[src/sv/ssc_pkg.sv]
// Shared types, constants and register codes of the sonar scan controller.
package ssc_pkg;

    localparam int unsigned CFG_IDX_W  = 3;
    localparam int unsigned CFG_DATA_W = 16;

    localparam logic [CFG_IDX_W-1:0] CFG_DANGER_THR = 3'd0;
    localparam logic [CFG_IDX_W-1:0] CFG_SWEEP_INT  = 3'd1;
    localparam logic [CFG_IDX_W-1:0] CFG_ANGLE_MIN  = 3'd2;
    localparam logic [CFG_IDX_W-1:0] CFG_ANGLE_MAX  = 3'd3;
    localparam logic [CFG_IDX_W-1:0] CFG_MAN_STEP   = 3'd4;
    localparam logic [CFG_IDX_W-1:0] CFG_JOY_LOW    = 3'd5;
    localparam logic [CFG_IDX_W-1:0] CFG_JOY_HIGH   = 3'd6;
    localparam logic [CFG_IDX_W-1:0] CFG_HOME_ANGLE = 3'd7;

    localparam logic [1:0] IND_NONE   = 2'd0;
    localparam logic [1:0] IND_SAFE   = 2'd1;
    localparam logic [1:0] IND_DANGER = 2'd2;

    localparam logic       MODE_MANUAL = 1'b0;
    localparam logic       MODE_SWEEP  = 1'b1;

    localparam logic [7:0] ANGLE_LIMIT = 8'd180;
    localparam logic [8:0] RANGE_LIMIT = 9'd511;

    // ceil(2^30 / 1000): exact floor(x / 1000) for every x below 2^20
    localparam int unsigned DIV_SHIFT = 30;
    localparam logic [20:0] DIV_RECIP = 21'd1073742;

    localparam logic [8:0]  RST_DANGER_THR = 9'd30;
    localparam logic [15:0] RST_SWEEP_INT  = 16'd15;
    localparam logic [7:0]  RST_ANGLE_MIN  = 8'd10;
    localparam logic [7:0]  RST_ANGLE_MAX  = 8'd170;
    localparam logic [3:0]  RST_MAN_STEP   = 4'd3;
    localparam logic [9:0]  RST_JOY_LOW    = 10'd450;
    localparam logic [9:0]  RST_JOY_HIGH   = 10'd550;
    localparam logic [7:0]  RST_HOME_ANGLE = 8'd90;
    localparam logic [7:0]  RST_MAN_POS    = 8'd90;
    localparam logic [7:0]  RST_SWEEP_POS  = 8'd10;

    typedef struct packed {
        logic [8:0]  danger_thr;
        logic [15:0] sweep_int;
        logic [7:0]  angle_min;
        logic [7:0]  angle_max;
        logic [3:0]  man_step;
        logic [9:0]  joy_low;
        logic [9:0]  joy_high;
        logic [7:0]  home_angle;
    } t_cfg;

    typedef struct packed {
        logic        mode;
        logic [9:0]  joy;
        logic        center;
        logic [31:0] now_ms;
        logic        echo_hit;
        logic [8:0]  dist_cm;
    } t_item;

endpackage

[src/sv/ssc_front.sv]
// Front end: request intake, mode button edge detection and echo distance.
module ssc_front
    import ssc_pkg::*;
(
    input  logic        i_clk,
    input  logic        i_rst_n,
    input  logic        i_valid,
    output logic        o_stall,
    input  logic        i_button_level,
    input  logic [9:0]  i_joystick_x,
    input  logic        i_center_pressed,
    input  logic [31:0] i_now_ms,
    input  logic [14:0] i_echo_width_us,
    input  logic        i_q_full,
    output logic        o_push,
    output t_item       o_item
);

    logic        r_prev_button;
    logic        r_mode;
    logic        n_mode;
    logic [19:0] us_x17;
    logic [40:0] prod;
    logic [10:0] quot;

    assign o_stall = i_q_full;
    assign o_push  = i_valid && !i_q_full;

    assign n_mode = (!i_button_level && r_prev_button) ? !r_mode : r_mode;

    assign us_x17 = {1'b0, i_echo_width_us, 4'b0} + {5'b0, i_echo_width_us};
    assign prod   = {21'b0, us_x17} * {20'b0, DIV_RECIP};
    assign quot   = prod[DIV_SHIFT+10:DIV_SHIFT];

    always_comb begin
        o_item.mode     = n_mode;
        o_item.joy      = i_joystick_x;
        o_item.center   = i_center_pressed;
        o_item.now_ms   = i_now_ms;
        o_item.echo_hit = (i_echo_width_us != 15'd0);
        o_item.dist_cm  = (quot > {2'b0, RANGE_LIMIT}) ? RANGE_LIMIT : quot[8:0];
    end

    always_ff @(posedge i_clk) begin
        if (!i_rst_n) begin
            r_prev_button <= 1'b1;
            r_mode        <= MODE_MANUAL;
        end else if (o_push) begin
            r_prev_button <= i_button_level;
            r_mode        <= n_mode;
        end
    end

endmodule

[src/sv/ssc_queue.sv]
// Two-entry queue between front end and back end.
module ssc_queue
    import ssc_pkg::*;
(
    input  logic  i_clk,
    input  logic  i_rst_n,
    input  logic  i_push,
    input  t_item i_item,
    input  logic  i_pop,
    output logic  o_full,
    output logic  o_nempty,
    output t_item o_item
);

    t_item      r_slot [2];
    logic       r_wptr;
    logic       r_rptr;
    logic [1:0] r_count;

    assign o_full   = (r_count == 2'd2);
    assign o_nempty = (r_count != 2'd0);
    assign o_item   = r_slot[r_rptr];

    always_ff @(posedge i_clk) begin
        if (i_push) begin
            r_slot[r_wptr] <= i_item;
        end
    end

    always_ff @(posedge i_clk) begin
        if (!i_rst_n) begin
            r_wptr  <= 1'b0;
            r_rptr  <= 1'b0;
            r_count <= 2'd0;
        end else begin
            if (i_push) begin
                r_wptr <= !r_wptr;
            end
            if (i_pop) begin
                r_rptr <= !r_rptr;
            end
            unique case ({i_push, i_pop})
                2'b10:   r_count <= r_count + 2'd1;
                2'b01:   r_count <= r_count - 2'd1;
                default: r_count <= r_count;
            endcase
        end
    end

endmodule

[src/sv/ssc_back.sv]
// Back end: servo position update, sweep timing, range and indicator, result register.
module ssc_back
    import ssc_pkg::*;
(
    input  logic        i_clk,
    input  logic        i_rst_n,
    input  t_cfg        i_cfg,
    input  logic        i_q_nempty,
    input  t_item       i_item,
    output logic        o_pop,
    output logic        o_valid,
    input  logic        i_stall,
    output logic [7:0]  o_servo_angle,
    output logic        o_servo_update,
    output logic [8:0]  o_distance_cm,
    output logic [1:0]  o_indicator,
    output logic        o_scan_mode
);

    logic        r_valid;
    logic [7:0]  r_man_pos;
    logic [7:0]  r_sweep_pos;
    logic        r_sweep_down;
    logic [31:0] r_last_ms;
    logic [8:0]  r_range;
    logic [1:0]  r_light;

    logic [7:0]  n_man_pos;
    logic [7:0]  n_sweep_pos;
    logic        n_sweep_down;
    logic [31:0] n_last_ms;
    logic [8:0]  n_range;
    logic [1:0]  n_light;
    logic [7:0]  angle_out;
    logic        updated;

    logic [31:0] elapsed;
    logic [7:0]  home;
    logic [7:0]  mbase;
    logic [8:0]  msum;
    logic [7:0]  sp;

    assign o_pop   = i_q_nempty && (!r_valid || !i_stall);
    assign o_valid = r_valid;

    assign elapsed = i_item.now_ms - r_last_ms;
    assign home    = (i_cfg.home_angle > ANGLE_LIMIT) ? ANGLE_LIMIT : i_cfg.home_angle;
    assign mbase   = i_item.center ? home : r_man_pos;
    assign msum    = {1'b0, mbase} + {5'b0, i_cfg.man_step};

    always_comb begin
        n_man_pos    = r_man_pos;
        n_sweep_pos  = r_sweep_pos;
        n_sweep_down = r_sweep_down;
        n_last_ms    = r_last_ms;
        n_range      = r_range;
        n_light      = r_light;
        updated      = 1'b0;
        sp           = r_sweep_pos;
        angle_out    = r_sweep_pos;
        if (i_item.mode == MODE_SWEEP) begin
            if (elapsed >= {16'b0, i_cfg.sweep_int}) begin
                updated   = 1'b1;
                n_last_ms = i_item.now_ms;
                if (r_sweep_down) begin
                    sp = (r_sweep_pos > 8'd0) ? r_sweep_pos - 8'd1 : r_sweep_pos;
                end else begin
                    sp = (r_sweep_pos < ANGLE_LIMIT) ? r_sweep_pos + 8'd1 : r_sweep_pos;
                end
                if (sp <= i_cfg.angle_min || sp >= i_cfg.angle_max || sp == 8'd0 ||
                    sp >= ANGLE_LIMIT) begin
                    n_sweep_down = !r_sweep_down;
                end
                n_sweep_pos = sp;
            end
        end else begin
            updated = 1'b1;
            if (i_item.joy < i_cfg.joy_low && mbase < i_cfg.angle_max) begin
                n_man_pos = (msum > {1'b0, ANGLE_LIMIT}) ? ANGLE_LIMIT : msum[7:0];
            end else if (i_item.joy > i_cfg.joy_high && mbase > i_cfg.angle_min) begin
                n_man_pos = (mbase > {4'b0, i_cfg.man_step}) ?
                            mbase - {4'b0, i_cfg.man_step} : 8'd0;
            end else begin
                n_man_pos = mbase;
            end
            angle_out = n_man_pos;
        end
        if (updated && i_item.echo_hit) begin
            n_range = i_item.dist_cm;
            n_light = (i_item.dist_cm < i_cfg.danger_thr) ? IND_DANGER : IND_SAFE;
        end
    end

    always_ff @(posedge i_clk) begin
        if (!i_rst_n) begin
            r_valid      <= 1'b0;
            r_man_pos    <= RST_MAN_POS;
            r_sweep_pos  <= RST_SWEEP_POS;
            r_sweep_down <= 1'b0;
            r_last_ms    <= 32'd0;
            r_range      <= 9'd0;
            r_light      <= IND_NONE;
        end else begin
            if (o_pop) begin
                r_valid      <= 1'b1;
                r_man_pos    <= n_man_pos;
                r_sweep_pos  <= n_sweep_pos;
                r_sweep_down <= n_sweep_down;
                r_last_ms    <= n_last_ms;
                r_range      <= n_range;
                r_light      <= n_light;
            end else if (!i_stall) begin
                r_valid <= 1'b0;
            end
        end
    end

    always_ff @(posedge i_clk) begin
        if (o_pop) begin
            o_servo_angle  <= angle_out;
            o_servo_update <= updated;
            o_distance_cm  <= n_range;
            o_indicator    <= n_light;
            o_scan_mode    <= i_item.mode;
        end
    end

endmodule

[src/sv/sonar_scan_controller.sv]
// Top level of the sonar scan controller: configuration registers and front/queue/back.
//
//   channel   direction  handshake          payload
//   request   in         i_valid / o_stall  button, joystick, center, time, echo
//   result    out        o_valid / i_stall  angle, update, distance, indicator, mode
//   config    in         i_cfg_we           i_cfg_idx, i_cfg_wdata
//
// One request per cycle unless a result stall fills the queue; each request passes a
// queue slot, then the back end updates position and timing into the result register.
// Synchronous reset restores the register defaults and the power-on positions.
// A stalled result holds; the two-entry queue stalls the request side only when full.
module sonar_scan_controller
    import ssc_pkg::*;
(
    input  logic                  i_clk,
    input  logic                  i_rst_n,
    input  logic                  i_valid,
    output logic                  o_stall,
    input  logic                  i_button_level,
    input  logic [9:0]            i_joystick_x,
    input  logic                  i_center_pressed,
    input  logic [31:0]           i_now_ms,
    input  logic [14:0]           i_echo_width_us,
    output logic                  o_valid,
    input  logic                  i_stall,
    output logic [7:0]            o_servo_angle,
    output logic                  o_servo_update,
    output logic [8:0]            o_distance_cm,
    output logic [1:0]            o_indicator,
    output logic                  o_scan_mode,
    input  logic                  i_cfg_we,
    input  logic [CFG_IDX_W-1:0]  i_cfg_idx,
    input  logic [CFG_DATA_W-1:0] i_cfg_wdata
);

    t_cfg  r_cfg;
    logic  q_full;
    logic  q_nempty;
    logic  push;
    logic  pop;
    t_item front_item;
    t_item head_item;

    always_ff @(posedge i_clk) begin
        if (!i_rst_n) begin
            r_cfg.danger_thr <= RST_DANGER_THR;
            r_cfg.sweep_int  <= RST_SWEEP_INT;
            r_cfg.angle_min  <= RST_ANGLE_MIN;
            r_cfg.angle_max  <= RST_ANGLE_MAX;
            r_cfg.man_step   <= RST_MAN_STEP;
            r_cfg.joy_low    <= RST_JOY_LOW;
            r_cfg.joy_high   <= RST_JOY_HIGH;
            r_cfg.home_angle <= RST_HOME_ANGLE;
        end else if (i_cfg_we) begin
            unique case (i_cfg_idx)
                CFG_DANGER_THR: r_cfg.danger_thr <= i_cfg_wdata[8:0];
                CFG_SWEEP_INT:  r_cfg.sweep_int  <= i_cfg_wdata;
                CFG_ANGLE_MIN:  r_cfg.angle_min  <= i_cfg_wdata[7:0];
                CFG_ANGLE_MAX:  r_cfg.angle_max  <= i_cfg_wdata[7:0];
                CFG_MAN_STEP:   r_cfg.man_step   <= i_cfg_wdata[3:0];
                CFG_JOY_LOW:    r_cfg.joy_low    <= i_cfg_wdata[9:0];
                CFG_JOY_HIGH:   r_cfg.joy_high   <= i_cfg_wdata[9:0];
                CFG_HOME_ANGLE: r_cfg.home_angle <= i_cfg_wdata[7:0];
                default:        r_cfg            <= r_cfg;
            endcase
        end
    end

    ssc_front u_front (
        .i_clk            (i_clk),
        .i_rst_n          (i_rst_n),
        .i_valid          (i_valid),
        .o_stall          (o_stall),
        .i_button_level   (i_button_level),
        .i_joystick_x     (i_joystick_x),
        .i_center_pressed (i_center_pressed),
        .i_now_ms         (i_now_ms),
        .i_echo_width_us  (i_echo_width_us),
        .i_q_full         (q_full),
        .o_push           (push),
        .o_item           (front_item)
    );

    ssc_queue u_queue (
        .i_clk    (i_clk),
        .i_rst_n  (i_rst_n),
        .i_push   (push),
        .i_item   (front_item),
        .i_pop    (pop),
        .o_full   (q_full),
        .o_nempty (q_nempty),
        .o_item   (head_item)
    );

    ssc_back u_back (
        .i_clk          (i_clk),
        .i_rst_n        (i_rst_n),
        .i_cfg          (r_cfg),
        .i_q_nempty     (q_nempty),
        .i_item         (head_item),
        .o_pop          (pop),
        .o_valid        (o_valid),
        .i_stall        (i_stall),
        .o_servo_angle  (o_servo_angle),
        .o_servo_update (o_servo_update),
        .o_distance_cm  (o_distance_cm),
        .o_indicator    (o_indicator),
        .o_scan_mode    (o_scan_mode)
    );

endmodule

[config.mk]
export PLATFORM = sky130hd
export DESIGN_NAME = sonar_scan_controller
export DESIGN_NICKNAME = d
export VERILOG_FILES = /design/src/sv/ssc_pkg.sv /design/src/sv/ssc_front.sv /design/src/sv/ssc_queue.sv /design/src/sv/ssc_back.sv /design/src/sv/sonar_scan_controller.sv
export SDC_FILE = /design/constraint.sdc
export NUM_CORES = 1
export LEC_CHECK = 0
export BUFFER_PORTS_ARGS = -buffer_cell sky130_fd_sc_hd__buf_2
export CORE_MARGIN = 3
export CORE_UTILIZATION = 57
export DETAILED_ROUTE_END_ITERATION = 7
export PLACE_DENSITY = 0.78
export SLEW_MARGIN = 20
export SYNTH_ARGS = -nofsm -noshare
export SYNTH_HDL_FRONTEND = slang
export SYNTH_SLANG_ARGS = --single-unit
export TNS_END_PERCENT = 20
[constraint.sdc]
create_clock -name i_clk -period 7.1 [get_ports i_clk]
set_clock_uncertainty 0.1 [all_clocks]
set_input_delay 0.355 -clock i_clk [delete_from_list [all_inputs] [get_ports i_clk]]
set_output_delay 0.355 -clock i_clk [all_outputs]
set_load 0.03 [all_outputs]
[Word-level counts from Yosys, hierarchy flattened]
Memory sizes are Yosys's and may differ from the RTL's. A register that Yosys moved wholly into a read port is not among the register bits.
Cells that the tools add are included.
Word-level totals
  bits in registers: 161
  RAM bits: 108
  logic and storage cells: 122
  memories: 1
Memory list
  u_queue.r_slot: depth 2, width 54, rd ports 1, clocked after memory_dff 1, wr ports 1, RTL line ssc_queue.sv:15  | t_item r_slot [2];
Cells by class
  add/sub/neg operators: 8
  multipliers: 1
  order comparisons: 15
  equal/unequal tests: 11
  mux-type cells: 26
  bitwise operators: 1
  reductions and logical operators: 34
Operator list (count)
  $mux 8: 12
  $mul 20x20->40 const B: 1
  $ge 32x16->1: 1
  $sub 32x32->32: 1
  $add 19x15->20: 1
  $mux 9: 2
  $reduce_and 2->1: 9
  $reduce_bool 15->1: 1
  $eq 3x3->1 const B: 4
  $gt 11x9->1 const B: 1
  $gt 10x10->1: 1
  $lt 10x10->1: 1
  $add 8x4->9: 1
  $gt 9x8->1 const B: 1
  $lt 9x9->1: 1
  $mux 1: 9
  $add 8x1->8 const B: 1
  $ge 8x8->1: 1
  $ge 8x8->1 const B: 1
  $gt 8x1->1 const B: 1
  $gt 8x4->1: 1
  $gt 8x8->1: 1
  $gt 8x8->1 const B: 1
  $le 8x8->1: 1
  22 further kinds: 41

[Longest topological paths before layout]
Gate-level depths: netlist of the first run.
  depth in word-level cells: 10
  mapped depth: 34
  mapped depth without buffers: 34

[Hierarchy]
Synthesis of the first run repeated with hierarchy kept, for this count alone.
Unflattened totals
  cell total of the unflattened synthesis: 2248
  area, all modules: 21548.2 µm²
By module, submodules not included
  ssc_back: instances 1, cells each 1096, area an instance 8336.7 µm²
  ssc_front: instances 1, cells each 685, area an instance 6237.2 µm²
  ssc_queue: instances 1, cells each 190, area an instance 4107.7 µm²
  sonar_scan_controller: instances 1, cells each 277, area an instance 2866.5 µm²

[Worst setup path after synthesis of the first run]
OpenSTA, ideal clock, no wires.
  path kind: in2reg
  start: input port i_echo_width_us[0]
  end: memory u_queue.r_slot[0][6] (netlist bit) (data pin)
  data arrival time: 7.333 ns
  data required time: 6.730 ns
  path slack: -0.603 ns
  cell stages on the path: 32
  path buffers: 0
  cell sequence: ha_1 > inv_1 > fa_1 > nor2b_1 > o21ai_0 > a21boi_0 > o21ai_0 > a21boi_0 > o21ai_0 > a21oi_1 > nor3_1 > nor2_1 > xnor2_1 > fa_1 > inv_1 > ha_1 > fa_1 > fa_1 > inv_1 > fa_1 > inv_1 > ha_1 > a21o_1 > a21oi_1 > nor2b_1 > a2111oi_0 > nand2_1 > a31o_2 > a211o_1 > a31oi_1 > xor2_1 > nand2_1
RTL lines
  start: declaration: RTL line sonar_scan_controller.sv:23  | input logic [14:0] i_echo_width_us,
  end: declaration: RTL line ssc_queue.sv:15

==> results of run 1 <==
-- layer usage --
layer	up-vias	track usage, %	share of wire [%]
met2	500	45.9	50
met1	7868	33.5	42
met3	119	3.05	4.9
met5	-	0	0
met4	0	8.74	3.3
li1	7949	-	-
-- layout make-up --
type	instances	area share, %
Multi-Input combinational cell	1522	53.2
Clock buffer	41	3.21
Timing Repair Buffer	252	7.55
Inverter	309	4.92
Tap cell	455	2.41
Clock inverter	9	0.276
Sequential cell	270	28.4
-- cells in the final DEF (no fill, tap or decap), types with 10 or more instances in the layout --
master,instances
or3_1,12
ha_1,287
xnor2_1,39
nor3_1,31
mux2i_1,15
o21a_1,17
buf_2,104
buf_4,93
fa_1,86
dfxtp_1,140
nand3_1,44
mux2_2,55
nor2b_1,19
xor2_1,21
and3_1,11
edfxtp_1,129
clkbuf_16,27
clkbuf_1,11
a211oi_2,12
a21oi_1,147
nand2b_1,18
o211ai_1,40
nor2_1,103
a211oi_1,33
inv_1,303
nand2_1,247
dlygate4sd3_1,52
nand4_1,25
a31oi_1,10
a21o_1,27
o21ai_0,70
-- power groups by stage --
stage / clock network (mW) / logic [mW] / registers, mW
4_1_cts: 1.36 / 8.09 / 2.24
2_1_floorplan: 0 / 5.69 / 2.34
5_1_grt: 1.42 / 9.78 / 2.27
6_report: 1.34 / 8.66 / 2.24
3_5_place_dp: 0 / 7.98 / 2.27
3_3_place_gp: 0 / 7.62 / 2.25
-- final timing paths --
path	start	to	slack [ns]	cells after the start
worst max-delay path	i_echo_width_us[0]	u_queue.r_slot[1][6]$_DFFE_PP_	0.19	35
worst min-delay path	i_cfg_wdata[4]	r_cfg[12]$_SDFFE_PN0P_	0.04	3
worst max register to register	flip-flop	u_back.o_indicator[0]$_DFFE_PP_	0.86	21
worst min register to register	r_cfg[47]$_SDFFE_PN0P_	r_cfg[47]$_SDFFE_PN0P_	0.36	2
-- repair_timing --
action	4_1_cts	5_1_grt
resized for setup	0	29
pin swaps	12	28
cloned	0	0
hold buffers	52	0
endpoints found under the hold margin	97	0
setup buffers	1	5
endpoints found under the setup margin	6	18
-- metrics by stage --
step                total power [mW]  hold WS, ns
global route                    13.5       0.0540
detailed placement              10.2        0.347
CTS                             11.7       0.0222
global placement                9.87        0.343
floorplan                       8.02        0.334
finish                          12.2       0.0359
-- worst max-delay path, delay by kind of cell --
kind | cells | cell delay (ns)
XOR/XNOR | 1 | 0.15
AO/OA/AOI/OAI | 13 | 2.16
adder cells (fa/ha/maj) | 10 | 3.21
AND/OR/NAND/NOR | 4 | 0.49
buffers and inverters | 7 | 0.73
-- cell families (layout without fill, tap and decap cells) --
| family | count (synthesis) | in the layout | synth area share, % |
|---|---|---|---|
| flip-flops | 270 | 270 | 32.8 |
| multiplexers | 71 | 71 | 3.82 |
| XOR/XNOR | 64 | 64 | 2.74 |
| AO/OA/AOI/OAI | 449 | 449 | 14.2 |
| AND/OR/NAND/NOR | 554 | 554 | 12.4 |
| buffers and inverters | 384 | 611 | 7.24 |
| adder cells (fa/ha/maj) | 384 | 384 | 26.8 |
-- registers in the layout, indices dropped and copies added (netlist names), 2 cells and up, named ones only --
name	flops
u_queue.r_count	2
u_back.r_sweep_pos	8
r_cfg	73
u_back.r_light	2
u_back.r_last_ms	32
u_back.o_distance_cm	9
u_back.r_range	9
u_queue.r_slot	108
u_back.o_servo_angle	8
u_back.r_man_pos	8
u_back.o_indicator	2
==> impl_metrics.tcl, run 1 <==
set metrics [dict create \
    status "finished clean" \
    ios 106 \
    synthArstFlopShare_pct 0 \
    antenna_found_initial 0 \
    timing_hold_violations_final 0 \
    syn_nets 2643 \
    ant_nets 0 \
    io_buffers 105 \
    drc_errors 0 \
    p_sw_mw 5.62 \
    max_cap_violations 0 \
    finalCritPeriodShare_pct 97.4 \
    seqCellArea_sq_um 6700 \
    seq_area_frac_synth_pct 32.8 \
    grt.total_usage_pct 26.1 \
    final_area_sq_um 23600 \
    grt_pass1_vias 16643 \
    path_class "input pin to flip-flop" \
    gr-total-overflow 0 \
    fp.dieH_um 195 \
    yosysWarnings 0 \
    synth_edf_count 129 \
    syn_area_per_cell_sq_um 9.39 \
    initial_core_util_pct 58.4 \
    dp.cells 2750 \
    yosys_register_bits 270 \
    min_period_ns 6.91 \
    cp-start-kind "input pin" \
    die_area_sq_um 38100 \
    peakVddDrop_mv 0.923 \
    multi_input_area_sq_um 12600 \
    path_max_fanout 3 \
    n_antenna_cell 0 \
    power.density_nw_per_um2 519 \
    clock_path_buffers 3 \
    drt_pre_antenna_iters 5 \
    setup_ws_ns 0.186 \
    clkLatencyLatePin_ns 0.55 \
    required_ns 7.29 \
    slew_headroom_pct 36.3 \
    worst_slew_pin_slew_ns 0.952 \
    postSynthCellCount 2176 \
    tritoncts "built" \
    grt_max_degree 58 \
    intPower_mw 6.61 \
    synth.distinct_cells 77 \
    synth_top_cell_by_area "edfxtp_1" \
    crit_path_max_incr_delay_ns 0.55 \
    fillers 2651 \
    totalWireLength_um 51200 \
    nNetsFinal 2849 \
    dp_slack_ns -0.577 \
    clkTransAtPathRegs_ns 0.06 \
    synth_ff_type "dfxtp_1" \
    critPathMostFrequentCell "ha_1" \
    syn_area_sq_um 20400 \
    post-route-util_pct 67.5 \
    crit_path_end_kind "flip-flop" \
    setup_viol 0 \
    cts_root_buffer "clkbuf_16" \
    place.gp.congestion 0.955 \
    finalNonFillerCells 2858 \
    grt_pass1_wl_um 82200 \
    fmax_mhz 145 \
    vias 16436 \
    wire_per_inst_um 17.9 \
    synth_area_leaders "edfxtp_1 (19%), ha_1 (18%), dfxtp_1 (14%), fa_1 (8.6%), inv_1 (5.6%)" \
    die_w_um 195 \
    ys_top_cells_by_count "inv_1 (307), ha_1 (296), nand2_1 (247), a21oi_1 (155), dfxtp_1 (141)" \
    area_delta_synth_final_pct 15.5 \
    hp-class "input pin to flip-flop" \
    cts.sink_count 270 \
    place_hpwl_um 39200 \
    setup_tns_ns 0 \
    cpMaxStageDelayCell "fa_1" \
    p_comb_share_pct 70.8 \
    synth.most_common_cell "inv_1" \
    p_sw_share_pct 45.9 \
    floorplan.rows 68 \
    p_leak_nw 10.4 \
    cts_buffers 27 \
    drt_iter0_markers 1080 \
    yosysTopAreaCellShare_pct 19.0 \
    crit_arrival_ns 7.11 \
    coreArea_sq_um 35000 \
    sequentialPowerShare_pct 18.3 \
    power_frac_clock_pct 10.9 \
    via_per_inst 5.75 \
    placed_area_sq_um 22000 \
    htree_num_levels 1 \
    maxSlewViolCount 0 \
    drive_gt1_share_pct 15.4 \
]
Note: power is estimated with default switching activity, not from simulation.
==> inputs of run 2 (changes only) <==
--- a/config.mk
+++ b/config.mk
@@ -5,7 +5,7 @@
 export SDC_FILE = /design/constraint.sdc
 export NUM_CORES = 1
 export LEC_CHECK = 0
-export BUFFER_PORTS_ARGS = -buffer_cell sky130_fd_sc_hd__buf_2
+export BUFFER_PORTS_ARGS = -buffer_cell sky130_fd_sc_hd__buf_4
 export CORE_MARGIN = 3
 export CORE_UTILIZATION = 57
 export DETAILED_ROUTE_END_ITERATION = 7
==> run 2 against run 1 <==
Against the previous run: via count decreased by 0.86%; critical endpoint is now u_queue.r_slot[0][6]$_DFFE_PP_; fmax rose by 0.61%; critical path depth fell by 1; die area did not move; clock power up 4%; register-to-register slack about the same; largest power group unchanged; total power up 0.22%; sequential share of layout area shrank 0.31 points.
==> impl_metrics.tcl, run 2 (synthesized netlist as in run 1, its figures left out) <==
set metrics [dict create \
    place.gp.congestion 0.942 \
    coreArea_sq_um 35000 \
    htree_num_levels 1 \
    crit_path_end_kind "flip-flop" \
    final_cell_mix "inv_1 (302), ha_1 (292), nand2_1 (247)" \
    setup.worst_path.start "i_echo_width_us[0]" \
    die_w_um 195 \
    post-route-util_pct 68.2 \
    setup_viol 0 \
    regMostFlops "u_queue.r_slot" \
    max_cap_violations 0 \
    die_area_sq_um 38100 \
    ant_nets 0 \
    area_delta_synth_final_pct 16.8 \
    grt_pass1_vias 16510 \
    ios 106 \
    final_common_cell "inv_1" \
    critPathMostFrequentCell "fa_1" \
    tritoncts "built" \
    floorplan.rows 68 \
    totalWireLength_um 50800 \
    n_antenna_cell 0 \
    grt.total_usage_pct 25.9 \
    nNetsFinal 2851 \
    peakVddDrop_mv 0.662 \
    crit_arrival_ns 7.07 \
    total_power_mw 12.3 \
    place_hpwl_um 39200 \
    drt_pre_antenna_iters 5 \
    drt_iter0_markers 939 \
    slew_headroom_pct 35.3 \
    timing_hold_violations_final 0 \
    fp.dieH_um 195 \
    power.density_nw_per_um2 514 \
    fillers 2674 \
    cp-start-kind "input pin" \
    fin_worst_hold_slack_ns 0.0249 \
    status "finished clean" \
    gr-total-overflow 0 \
    clock_path_buffers 3 \
    clkTransAtPathRegs_ns 0.06 \
    final_area_sq_um 23900 \
    grt_pass1_wl_um 81600 \
    min_period_ns 6.87 \
    clkLatencyLatePin_ns 0.55 \
    cts_buffers 27 \
    path_class "input pin to flip-flop" \
    finalCritPeriodShare_pct 96.8 \
    path_max_fanout 3 \
    largest_reg_flops 108 \
    finalNonFillerCells 2860 \
    cts.sink_count 270 \
    drc_errors 0 \
    worst_slew_pin_slew_ns 0.946 \
    largestRegisters "u_queue.r_slot (108), r_cfg (73), u_back.r_last_ms (32)" \
    min-delay-start "i_cfg_wdata[7]" \
    via_per_inst 5.70 \
    fmax_mhz 146 \
    initial_core_util_pct 58.4 \
    cpMaxStageDelayCell "fa_1" \
    required_ns 7.30 \
    dp.cells 2746 \
    hp-class "input pin to flip-flop" \
    cts_root_buffer "clkbuf_16" \
    grt_max_degree 64 \
    crit_path_max_incr_delay_ns 0.50 \
    wire_per_inst_um 17.8 \
    p_leak_nw 10.5 \
    io_buffers 105 \
    antenna_found_initial 0 \
    drive_gt1_share_pct 15.1 \
    placed_area_sq_um 22300 \
    vias 16295 \
    maxSlewViolCount 0 \
]
[run 2: critical path, delay by kind of cell]
kind / cells / cell delay [ns]
AOI/OAI and AO/OA: 12 / 2.18
adders and majority gates: 7 / 2.71
and+or+nand+nor: 6 / 0.85
muxes: 1 / 0.24
buffers and inverters: 7 / 0.61
xor gates and xnor gates: 1 / 0.15
[run 2: final timing paths]
path / slack (ns) / to / cells after the start
worst min-delay path: 0.02 / r_cfg[71]$_SDFFE_PN0P_ / 3
worst max-delay path: 0.23 / u_queue.r_slot[0][6]$_DFFE_PP_ / 34
worst min register to register: 0.35 / r_cfg[42]$_SDFFE_PN0P_ / 2
worst max register to register: 0.85 / u_back.r_last_ms[23]$_SDFFE_PN0P_ / 23
[run 2: power by group]
part	switching (mW)	internal (mW)	total, mW
registers	0.149	2.09	2.24
logic	4.76	3.85	8.61
clock network	0.613	0.790	1.40
total	5.53	6.73	12.3
[run 2: cell type report]
class	count	area, sq um	area share (%)
Timing Repair Buffer	254	2060	8.63
Multi-Input combinational cell	1522	12500	52.4
Clock inverter	12	121	0.509
Sequential cell	270	6700	28.1
Inverter	309	1160	4.87
Tap cell	455	569	2.39
Clock buffer	38	757	3.17
[run 2: stage by stage]
| step | worst slack [ns] | TNS [ns] |
|---|---|---|
| after global placement | -0.419 | -5.36 |
| after global routing | -0.0743 | -0.326 |
| after CTS | 0.00402 | 0 |
| after detailed placement | -0.676 | -9.83 |
| final | 0.228 | 0 |
| after floorplan | -0.0480 | -0.149 |
[run 2: timing repair]
item | in CTS | in global routing
pin swaps | 9 | 19
gates cloned | 0 | 0
hold buffers | 54 | 0
setup buffers | 7 | 3
gates resized for setup | 2 | 18
endpoints found under the hold margin | 103 | 0
setup endpoints to repair | 10 | 18
[run 2: per-layer routing]
metal	track usage [%]	part of all wire (%)	up-vias
met5	0	0	-
met4	8.19	3.2	0
met3	3.36	4.9	100
met2	46.2	50	411
met1	32.7	42	7820
li1	-	-	7964
